===== config.mk =====
export PLATFORM = sky130hd
export DESIGN_NAME = modbus_rtu_slave_read_regs
export DESIGN_NICKNAME = d
export VERILOG_FILES = /design/src/mrs_pkg.sv /design/src/mrs_ctrl.sv /design/src/mrs_dp.sv /design/src/modbus_rtu_slave_read_regs.sv
export SDC_FILE = /design/constraint.sdc
export NUM_CORES = 1
export LEC_CHECK = 0
export ABC_AREA = 1
export BUFFER_PORTS_ARGS = -buffer_cell sky130_fd_sc_hd__buf_2
export CORE_MARGIN = 8
export CORE_UTILIZATION = 35
export CTS_CLUSTER_DIAMETER = 30
export CTS_CLUSTER_SIZE = 16
export DETAILED_ROUTE_END_ITERATION = 12
export PLACE_DENSITY = 0.49
export SKIP_CTS_REPAIR_TIMING = 1
export SYNTH_ARGS = -nofsm -noshare
export SYNTH_HDL_FRONTEND = slang
export SYNTH_SLANG_ARGS = --single-unit

===== constraint.sdc =====
create_clock -name i_clk -period 7.7 [get_ports i_clk]
set_input_delay 1.54 -clock i_clk [delete_from_list [all_inputs] [get_ports i_clk]]
set_output_delay 1.54 -clock i_clk [all_outputs]
set_load 0.01 [all_outputs]

===== src/mrs_pkg.sv =====
// Package for the Modbus RTU read-registers slave.
// Holds sizes, item kinds, function and exception codes and the CRC-16 step.
// No dependencies.
package mrs_pkg;

    localparam int NUM_REGS     = 16;
    localparam int HEADER_DEPTH = 8;
    localparam int RESP_MAX     = 5 + 2 * NUM_REGS;
    localparam int LEN_W        = $clog2(RESP_MAX + 1);
    localparam int REG_W        = (NUM_REGS > 1) ? $clog2(NUM_REGS) : 1;
    localparam int IDX_W        = (REG_W > 4) ? REG_W : 4;
    localparam int HDR_W        = $clog2(HEADER_DEPTH);

    localparam logic [15:0] CRC_POLY = 16'hA001;
    localparam logic [15:0] CRC_INIT = 16'hFFFF;
    localparam logic [7:0]  EXC_FLAG = 8'h80;

    localparam logic [7:0] FUNC_READ_HOLDING   = 8'd3;
    localparam logic [7:0] FUNC_WRITE_MULTIPLE = 8'd16;
    localparam logic [8:0] READ_REQ_LEN            = 9'd8;
    localparam logic [8:0] WRITE_REQ_BASE_LEN      = 9'd9;
    localparam logic [8:0] OTHER_REQUEST_BYTES_NUM = 9'd7;

    localparam logic [7:0] EXC_BAD_FUNCTION = 8'd1;
    localparam logic [7:0] EXC_BAD_ADDRESS  = 8'd2;
    localparam logic [7:0] EXC_BAD_VALUE    = 8'd3;
    localparam logic [7:0] EXC_BUSY         = 8'd6;
    localparam logic [7:0] EXC_CRC_MISMATCH = 8'd8;

    localparam logic [LEN_W-1:0] EXC_FRAME_LEN = LEN_W'(5);

    typedef enum logic [1:0] {
        KIND_BYTE  = 2'd0,
        KIND_TICK  = 2'd1,
        KIND_WRITE = 2'd2,
        KIND_READY = 2'd3
    } t_kind;

    typedef struct packed {
        logic take;
        logic decide;
        logic load;
        logic advance;
    } t_cmd;

    typedef struct packed {
        logic hit;
        logic last;
    } t_stat;

    function automatic logic [15:0] crc_step(input logic [15:0] crc, input logic [7:0] b);
        logic [15:0] c;
        c = crc ^ {8'h00, b};
        for (int i = 0; i < 8; i++) begin
            if (c[0]) begin
                c = (c >> 1) ^ CRC_POLY;
            end else begin
                c = c >> 1;
            end
        end
        return c;
    endfunction

endpackage


===== src/mrs_ctrl.sv =====
// Controller of the Modbus RTU read-registers slave.
// Sequences item intake, response decision and byte emission; uses mrs_pkg.
module mrs_ctrl (
    input  logic          i_clk,
    input  logic          i_rst_n,
    input  logic          i_s_tvalid,
    input  logic          i_m_tready,
    input  mrs_pkg::t_stat i_stat,
    output mrs_pkg::t_cmd  o_cmd,
    output logic          o_s_tready
);
    import mrs_pkg::*;

    typedef enum logic [1:0] {
        S_IDLE,
        S_DECIDE,
        S_LOAD,
        S_WAIT
    } t_state;

    t_state r_state;

    assign o_s_tready     = (r_state == S_IDLE);
    assign o_cmd.take     = (r_state == S_IDLE) && i_s_tvalid;
    assign o_cmd.decide   = (r_state == S_DECIDE);
    assign o_cmd.load     = (r_state == S_LOAD);
    assign o_cmd.advance  = (r_state == S_WAIT) && i_m_tready;

    always_ff @(posedge i_clk) begin
        if (!i_rst_n) begin
            r_state <= S_IDLE;
        end else begin
            case (r_state)
                S_IDLE: begin
                    if (i_s_tvalid && i_stat.hit) begin
                        r_state <= S_DECIDE;
                    end
                end
                S_DECIDE: r_state <= S_LOAD;
                S_LOAD:   r_state <= S_WAIT;
                S_WAIT: begin
                    if (i_m_tready) begin
                        r_state <= i_stat.last ? S_IDLE : S_LOAD;
                    end
                end
                default:  r_state <= S_IDLE;
            endcase
        end
    end

endmodule


===== src/mrs_dp.sv =====
// Datapath of the Modbus RTU read-registers slave: frame receive, holding
// registers, response decision and byte generation with CRC. Uses mrs_pkg.
module mrs_dp (
    input  logic          i_clk,
    input  logic          i_rst_n,
    input  mrs_pkg::t_cmd  i_cmd,
    input  logic [1:0]    i_kind,
    input  logic [7:0]    i_rx_byte,
    input  logic [3:0]    i_reg_index,
    input  logic [15:0]   i_reg_value,
    input  logic [7:0]    i_slave_address,
    input  logic [7:0]    i_gap_ticks,
    output mrs_pkg::t_stat o_stat,
    output logic          o_m_tvalid,
    output logic [7:0]    o_m_tdata,
    output logic          o_m_tlast
);
    import mrs_pkg::*;

    logic [7:0]       r_sil;
    logic             r_open;
    logic [8:0]       r_cnt;
    logic [8:0]       r_explen;
    logic [7:0]       r_hdr [HEADER_DEPTH];
    logic [15:0]      r_hcrc;
    logic [15:0]      r_regs [NUM_REGS];
    logic             r_ready;

    logic [LEN_W-1:0] r_idx;
    logic [LEN_W-1:0] r_len;
    logic [7:0]       r_fb;
    logic [7:0]       r_third;
    logic [REG_W-1:0] r_ptr;
    logic [15:0]      r_crc;
    logic             r_mvalid;
    logic [7:0]       r_mdata;
    logic             r_mlast;

    logic             gap;
    logic             open_eff;
    logic [8:0]       cnt_eff;
    logic [8:0]       n_explen;
    logic [8:0]       cnt_inc;
    logic             done;
    logic [7:0]       hdr0;
    logic             is_byte;
    logic [IDX_W-1:0] widx;

    logic [15:0]      start;
    logic [15:0]      qty;
    logic [16:0]      span;
    logic [15:0]      rx_crc;
    logic [7:0]       byte_sel;
    logic [15:0]      rd_word;

    assign is_byte = (t_kind'(i_kind) == KIND_BYTE);
    assign gap      = (r_sil > i_gap_ticks);
    assign open_eff = gap || r_open;
    assign cnt_eff  = gap ? 9'd0 : r_cnt;
    assign cnt_inc  = cnt_eff + 9'd1;
    assign hdr0     = (cnt_eff == 9'd0) ? i_rx_byte : r_hdr[0];
    assign widx     = IDX_W'(i_reg_index);

    always_comb begin
        n_explen = gap ? 9'd0 : r_explen;
        if (cnt_eff == 9'd1 && i_rx_byte == FUNC_READ_HOLDING) begin
            n_explen = READ_REQ_LEN;
        end
        if (cnt_eff == 9'd6) begin
            if (r_hdr[1] == FUNC_WRITE_MULTIPLE) begin
                n_explen = WRITE_REQ_BASE_LEN + {1'b0, i_rx_byte};
            end else if (n_explen == 9'd0) begin
                n_explen = OTHER_REQUEST_BYTES_NUM;
            end
        end
    end

    assign done        = is_byte && open_eff && (cnt_inc == n_explen);
    assign o_stat.hit  = done && (hdr0 == i_slave_address);
    assign o_stat.last = r_mlast;

    assign start  = {r_hdr[2], r_hdr[3]};
    assign qty    = {r_hdr[4], r_hdr[5]};
    assign span   = {1'b0, start} + {1'b0, qty};
    assign rx_crc = {r_hdr[7], r_hdr[6]};
    assign rd_word = r_regs[r_ptr];

    always_comb begin
        if (r_idx == LEN_W'(0)) begin
            byte_sel = i_slave_address;
        end else if (r_idx == LEN_W'(1)) begin
            byte_sel = r_fb;
        end else if (r_idx == LEN_W'(2)) begin
            byte_sel = r_third;
        end else if (r_idx == r_len - LEN_W'(2)) begin
            byte_sel = r_crc[7:0];
        end else if (r_idx == r_len - LEN_W'(1)) begin
            byte_sel = r_crc[15:8];
        end else begin
            byte_sel = r_idx[0] ? rd_word[15:8] : rd_word[7:0];
        end
    end

    always_ff @(posedge i_clk) begin
        if (i_cmd.take && is_byte && open_eff && cnt_eff < 9'(HEADER_DEPTH)) begin
            r_hdr[cnt_eff[HDR_W-1:0]] <= i_rx_byte;
            if (cnt_eff < 9'd6) begin
                r_hcrc <= crc_step((cnt_eff == 9'd0) ? CRC_INIT : r_hcrc, i_rx_byte);
            end
        end
    end

    always_ff @(posedge i_clk) begin
        if (!i_rst_n) begin
            r_sil    <= 8'hFF;
            r_open   <= 1'b0;
            r_cnt    <= 9'd0;
            r_explen <= 9'd0;
            r_ready  <= 1'b0;
            r_mvalid <= 1'b0;
            for (int i = 0; i < NUM_REGS; i++) begin
                r_regs[i] <= 16'h0000;
            end
        end else begin
            if (i_cmd.take) begin
                case (t_kind'(i_kind))
                    KIND_BYTE: begin
                        r_sil <= 8'h00;
                        if (open_eff) begin
                            if (cnt_inc == n_explen) begin
                                r_open   <= 1'b0;
                                r_cnt    <= 9'd0;
                                r_explen <= 9'd0;
                            end else begin
                                r_open   <= 1'b1;
                                r_cnt    <= cnt_inc;
                                r_explen <= n_explen;
                            end
                        end
                    end
                    KIND_TICK: begin
                        if (r_sil != 8'hFF) begin
                            r_sil <= r_sil + 8'd1;
                        end
                    end
                    KIND_WRITE: begin
                        if (int'(widx) < NUM_REGS) begin
                            r_regs[widx[REG_W-1:0]] <= i_reg_value;
                        end
                    end
                    KIND_READY: r_ready <= 1'b1;
                    default: ;
                endcase
            end
            if (i_cmd.decide) begin
                r_idx <= LEN_W'(0);
                r_crc <= CRC_INIT;
                r_len <= EXC_FRAME_LEN;
                r_fb  <= r_hdr[1] | EXC_FLAG;
                r_ptr <= start[REG_W-1:0];
                if (r_hdr[1] != FUNC_READ_HOLDING) begin
                    r_third <= EXC_BAD_FUNCTION;
                end else if (!r_ready) begin
                    r_third <= EXC_BUSY;
                end else if (r_hcrc != rx_crc) begin
                    r_third <= EXC_CRC_MISMATCH;
                end else if (int'(start) >= NUM_REGS) begin
                    r_third <= EXC_BAD_ADDRESS;
                end else if (qty == 16'd0 || int'(span) > NUM_REGS) begin
                    r_third <= EXC_BAD_VALUE;
                end else begin
                    r_fb    <= FUNC_READ_HOLDING;
                    r_third <= {qty[6:0], 1'b0};
                    r_len   <= EXC_FRAME_LEN + {qty[LEN_W-2:0], 1'b0};
                    r_ready <= 1'b0;
                end
            end
            if (i_cmd.load) begin
                r_mvalid <= 1'b1;
                r_mdata  <= byte_sel;
                r_mlast  <= (r_idx == r_len - LEN_W'(1));
            end
            if (i_cmd.advance) begin
                r_mvalid <= 1'b0;
                r_idx    <= r_idx + LEN_W'(1);
                if (r_idx < r_len - LEN_W'(2)) begin
                    r_crc <= crc_step(r_crc, r_mdata);
                    if (r_idx >= LEN_W'(4) && !r_idx[0]) begin
                        r_ptr <= r_ptr + REG_W'(1);
                    end
                end
            end
        end
    end

    assign o_m_tvalid = r_mvalid;
    assign o_m_tdata  = r_mdata;
    assign o_m_tlast  = r_mlast;

endmodule


===== src/modbus_rtu_slave_read_regs.sv =====
// Top level of the Modbus RTU read-registers slave with its APB register port.
// Instantiates mrs_ctrl and mrs_dp; uses mrs_pkg.
//
// The block takes one item per handshake: a received byte, a millisecond tick,
// a holding-register write or a data-ready mark. A received byte that
// completes a request addressed to this slave is followed by a decision state,
// then by a load state and a wait state per response byte, the wait state holding
// while the output stalls (5 bytes for an exception, 5 + 2 * quantity for a read);
// the input stays not ready until the last byte has been taken. The pace is
// set by the byte sequencer and its CRC unit.
// Registers: slave_address at byte address 0, gap_ticks at 4.
module modbus_rtu_slave_read_regs (
    input  logic        i_clk,
    input  logic        i_rst_n,
    input  logic        i_s_tvalid,
    output logic        o_s_tready,
    input  logic [31:0] i_s_tdata,   // rx_byte[7:0], reg_index[11:8], reg_value[27:12]
    input  logic [1:0]  i_s_tuser,   // kind[1:0]
    output logic        o_m_tvalid,
    input  logic        i_m_tready,
    output logic [7:0]  o_m_tdata,   // tx_byte[7:0]
    output logic        o_m_tlast,
    input  logic        psel,
    input  logic        penable,
    input  logic        pwrite,
    input  logic [2:0]  paddr,
    input  logic [31:0] pwdata,
    output logic [31:0] prdata,
    output logic        pready
);
    import mrs_pkg::*;

    t_cmd       cmd;
    t_stat      stat;
    logic [7:0] r_slave_address;
    logic [7:0] r_gap_ticks;

    assign pready = 1'b1;
    assign prdata = {24'h000000, paddr[2] ? r_gap_ticks : r_slave_address};

    always_ff @(posedge i_clk) begin
        if (!i_rst_n) begin
            r_slave_address <= 8'd1;
            r_gap_ticks     <= 8'd5;
        end else if (psel && penable && pwrite && pready) begin
            if (paddr[2]) begin
                r_gap_ticks <= pwdata[7:0];
            end else begin
                r_slave_address <= pwdata[7:0];
            end
        end
    end

    mrs_ctrl u_ctrl (
        .i_clk      (i_clk),
        .i_rst_n    (i_rst_n),
        .i_s_tvalid (i_s_tvalid),
        .i_m_tready (i_m_tready),
        .i_stat     (stat),
        .o_cmd      (cmd),
        .o_s_tready (o_s_tready)
    );

    mrs_dp u_dp (
        .i_clk           (i_clk),
        .i_rst_n         (i_rst_n),
        .i_cmd           (cmd),
        .i_kind          (i_s_tuser),
        .i_rx_byte       (i_s_tdata[7:0]),
        .i_reg_index     (i_s_tdata[11:8]),
        .i_reg_value     (i_s_tdata[27:12]),
        .i_slave_address (r_slave_address),
        .i_gap_ticks     (r_gap_ticks),
        .o_stat          (stat),
        .o_m_tvalid      (o_m_tvalid),
        .o_m_tdata       (o_m_tdata),
        .o_m_tlast       (o_m_tlast)
    );

`ifndef SYNTHESIS
    a_no_intake_while_sending: assert property (@(posedge i_clk) disable iff (!i_rst_n)
        o_m_tvalid |-> !o_s_tready)
        else $error("input ready while a response byte is pending");

    a_frame_continues: assert property (@(posedge i_clk) disable iff (!i_rst_n)
        o_m_tvalid && i_m_tready && !o_m_tlast |=> !o_s_tready)
        else $error("input ready in the middle of a response frame");

    a_last_frees_input: assert property (@(posedge i_clk) disable iff (!i_rst_n)
        o_m_tvalid && i_m_tready && o_m_tlast |=> o_s_tready && !o_m_tvalid)
        else $error("block not idle after the last response byte");
`endif

endmodule


==> reports/qor.yml <==
vias: 16100
drt_pass1_iterations: 5
numCtsBuffers: 111
clock_skew_ps: 41.6
grt-ovfl-total: 0
core_area_mm2: 0.0615
slowest_stage: "nand3_4"
place_ws_ps: 3040
multiInputGateArea_mm2: 0.00769
synth-seq-cells: 443
setup.worst_path.start_class: "register"
final_common_cell: "nor2_1"
numPortBuffers: 64
crit_buf_inv: 3
synth_edf_count: 392
grt_max_degree: 66
viasPerCell: 5.12
grt_first_pass_wirelength_mm: 94.2
yosysTopAreaCell: "edfxtp_1"
cp_max_fo: 19
wl_per_cell_um: 19.6
max_freq_mhz: 249
setup.worst_path.class: "register to register"
dp.cells: 2944
io_pins: 120
critical_path.cell_chain: "inv_1 -> ha_1 -> nand2_2 -> nor2_1 -> nor2_4 -> a21boi_4 -> nor2_2 -> inv_2 -> ha_1 -> nand3_1 -> nor2_4 -> nand3_2 -> inv_2 -> nand3_1 -> o21ai_1 -> xor2_1 -> nand2_1 -> nor2_1 -> nand3_4 -> nand3_1 -> a21oi_1"
nNetsFinal: 2386
ff2ff_setup_slack_ps: 3680
ys_warn_count: 0
postSynthAreaPerCell_um2: 9.89
hold_start: "u_dp.r_open"
seq_area_mm2: 0.0128
tns_ps: 0
hold_ws_ps: 463
die-area_mm2: 0.0702
drt-initial-drc-count: 1246
grt_pass1_vias: 16500
max_slew_margin: 0.229
period_share: 0.522
outcome: "finished clean"
diodes: 0
place.gp.congestion: 0.832
fin_total_pwr_mw: 8.21
timing.rr.start: "r_gap_ticks[7]"
end_kind: "register"
cp_data_arrival_time_ps: 4540
hold_path.class: "register to register"
ant_nets: 0
drive_above_1_share: 0.146
ir_drop_uv: 233
leakagePower_nw: 10.5
netlist_top_cells_area: "edfxtp_1 54%, nor2_1 8.3%, o21ai_0 5.0%, dfxtp_1 4.7%, nand2_1 3.8%"
drcViolationCount: 0
n_fill_cell: 5905
async_reset_ff_frac: 0
synth_top_area_frac: 0.542
ff2ff_path_depth: 21
fin_crit_ps: 4020
ys.flop_type: "edfxtp_1"
netlist_area_mm2: 0.0217
critPathMaxStageDelay_ps: 330
path_delay_family: "simple AND/OR/NAND/NOR gates"
final_cell_mix: "479 x nor2_1, 392 x edfxtp_1, 219 x nand2_1, 215 x o21ai_0, 162 x inv_1"
die_w_um: 265
cts-root-buf: "clkbuf_16"
h-tree-depth: 3
p_per_area_mw_per_mm2: 308
insertion_delay_ps: 660
area_delta_synth_final_pct: 22.8
hold_depth: 2
start_util: 0.353
design_area_mm2: 0.0266
rsz0062_at_grt: "no"
hold_viol_final: 0
setup_viol: 0
ys_seq_area_frac: 0.589
wl_mm: 61.8
die_h_um: 265
r2r_end: "u_dp.r_cnt[5]"
dp_hpwl_mm: 39.5
max-clock-path-buffers: 3
syn_inst: 2194
fin_util: 0.433
crit_required_ps: 8220
min_to: "u_dp.r_open"
rows: 91
cpMostUsedCell: "nand3_1"
maxCapViolCount: 0
setup_slack_ps: 3680
worst_slew_pin_slew_ps: 1150
path_clk_slew_ps: 40
maxSlewViolCount: 0
placed_area_mm2: 0.0226
grt_usage: 0.172
cts_tree: "built"
clock_sinks: 443
antenna_found_initial: 0
synth.distinct_cells: 58
final_cells: 3155
[Yosys cell counts (8+ instances only)]
cell type  count
nor2_1       480
edfxtp_1     392
nand2_1      219
o21ai_0      215
inv_1        163
clkbuf_1     116
nand3_1       77
a21oi_1       73
xor2_1        52
dfxtp_1       51
ha_1          42
o22ai_1       40
o221ai_1      38
o211ai_1      27
buf_4         25
xnor2_1       24
nand4_1       20
nor4_1        19
nor3_1        18
nand3_2       13
or2_2          9
nand2_2        8
[cell type report]
type / count / area share
inverter: 172 / 0.0243
multi-input combinational: 1455 / 0.289
clock buffer: 125 / 0.107
sequential: 443 / 0.480
timing repair buffer: 84 / 0.0177
tap: 790 / 0.0371
clock inverter: 86 / 0.0447
[power breakdown]
part	internal [mW]	leakage [nW]	switching, mW
registers	2.69	4.28	0.0348
clock network	3.48	1.95	1.51
logic	0.131	4.26	0.361
total	6.30	10.5	1.91
[metal layers]
layer | GRT usage | share of wire | vias up
li1 | - | - | 7759
met3 | 0.0304 | 0.046 | 145
met1 | 0.207 | 0.42 | 7810
met4 | 0.0772 | 0.040 | 0
met5 | 0 | 0 | -
met2 | 0.301 | 0.50 | 427
[cells by family (layout without fill, tap and decap cells)]
group / count (synthesis) / in the layout / synth area share
AND/OR/NAND/NOR: 885 / 885 / 0.176
flip-flops: 443 / 443 / 0.589
buffers and inverters: 319 / 467 / 0.0607
XOR/XNOR: 78 / 78 / 0.0322
multiplexers: 2 / 2 / 0.00104
adder cells (fa/ha/maj): 43 / 43 / 0.0251
AO/OA/AOI/OAI: 422 / 422 / 0.115
other: 2 / 25 / 0.000346
[state kept, by name, indices dropped and copies added (netlist names), 9 cells and up, named ones only]
name           flops
u_dp.r_explen      9
u_dp.r_crc        16
u_dp.r_regs      256
u_dp.r_hcrc       16
u_dp.r_hdr        64
u_dp.r_cnt         9
[worst reg2reg max path, delay by kind of cell, from the launching register on]
family / cells / cell delay, ps
AOI/OAI and AO/OA: 3 / 490
xor gates and xnor gates: 1 / 160
adders and majority gates: 2 / 510
buffers and inverters: 3 / 470
DFF: 1 / 320
and+or+nand+nor: 12 / 1950
[worst max path at each step]
stage                    from                to  depth (start not counted)
2_1_floorplan    i_s_tuser[0]  u_dp.r_hdr[4][0]                          9
3_5_place_dp       i_s_tvalid  u_dp.r_hdr[0][0]                         10
4_1_cts        r_gap_ticks[7]  u_dp.r_explen[8]                         21
3_3_place_gp       i_s_tvalid  u_dp.r_hdr[0][0]                         10
6_report       r_gap_ticks[7]     u_dp.r_cnt[5]                         21
5_1_grt        r_gap_ticks[1]  u_dp.r_explen[7]                         23
Note: power is estimated with default switching activity, not from simulation.
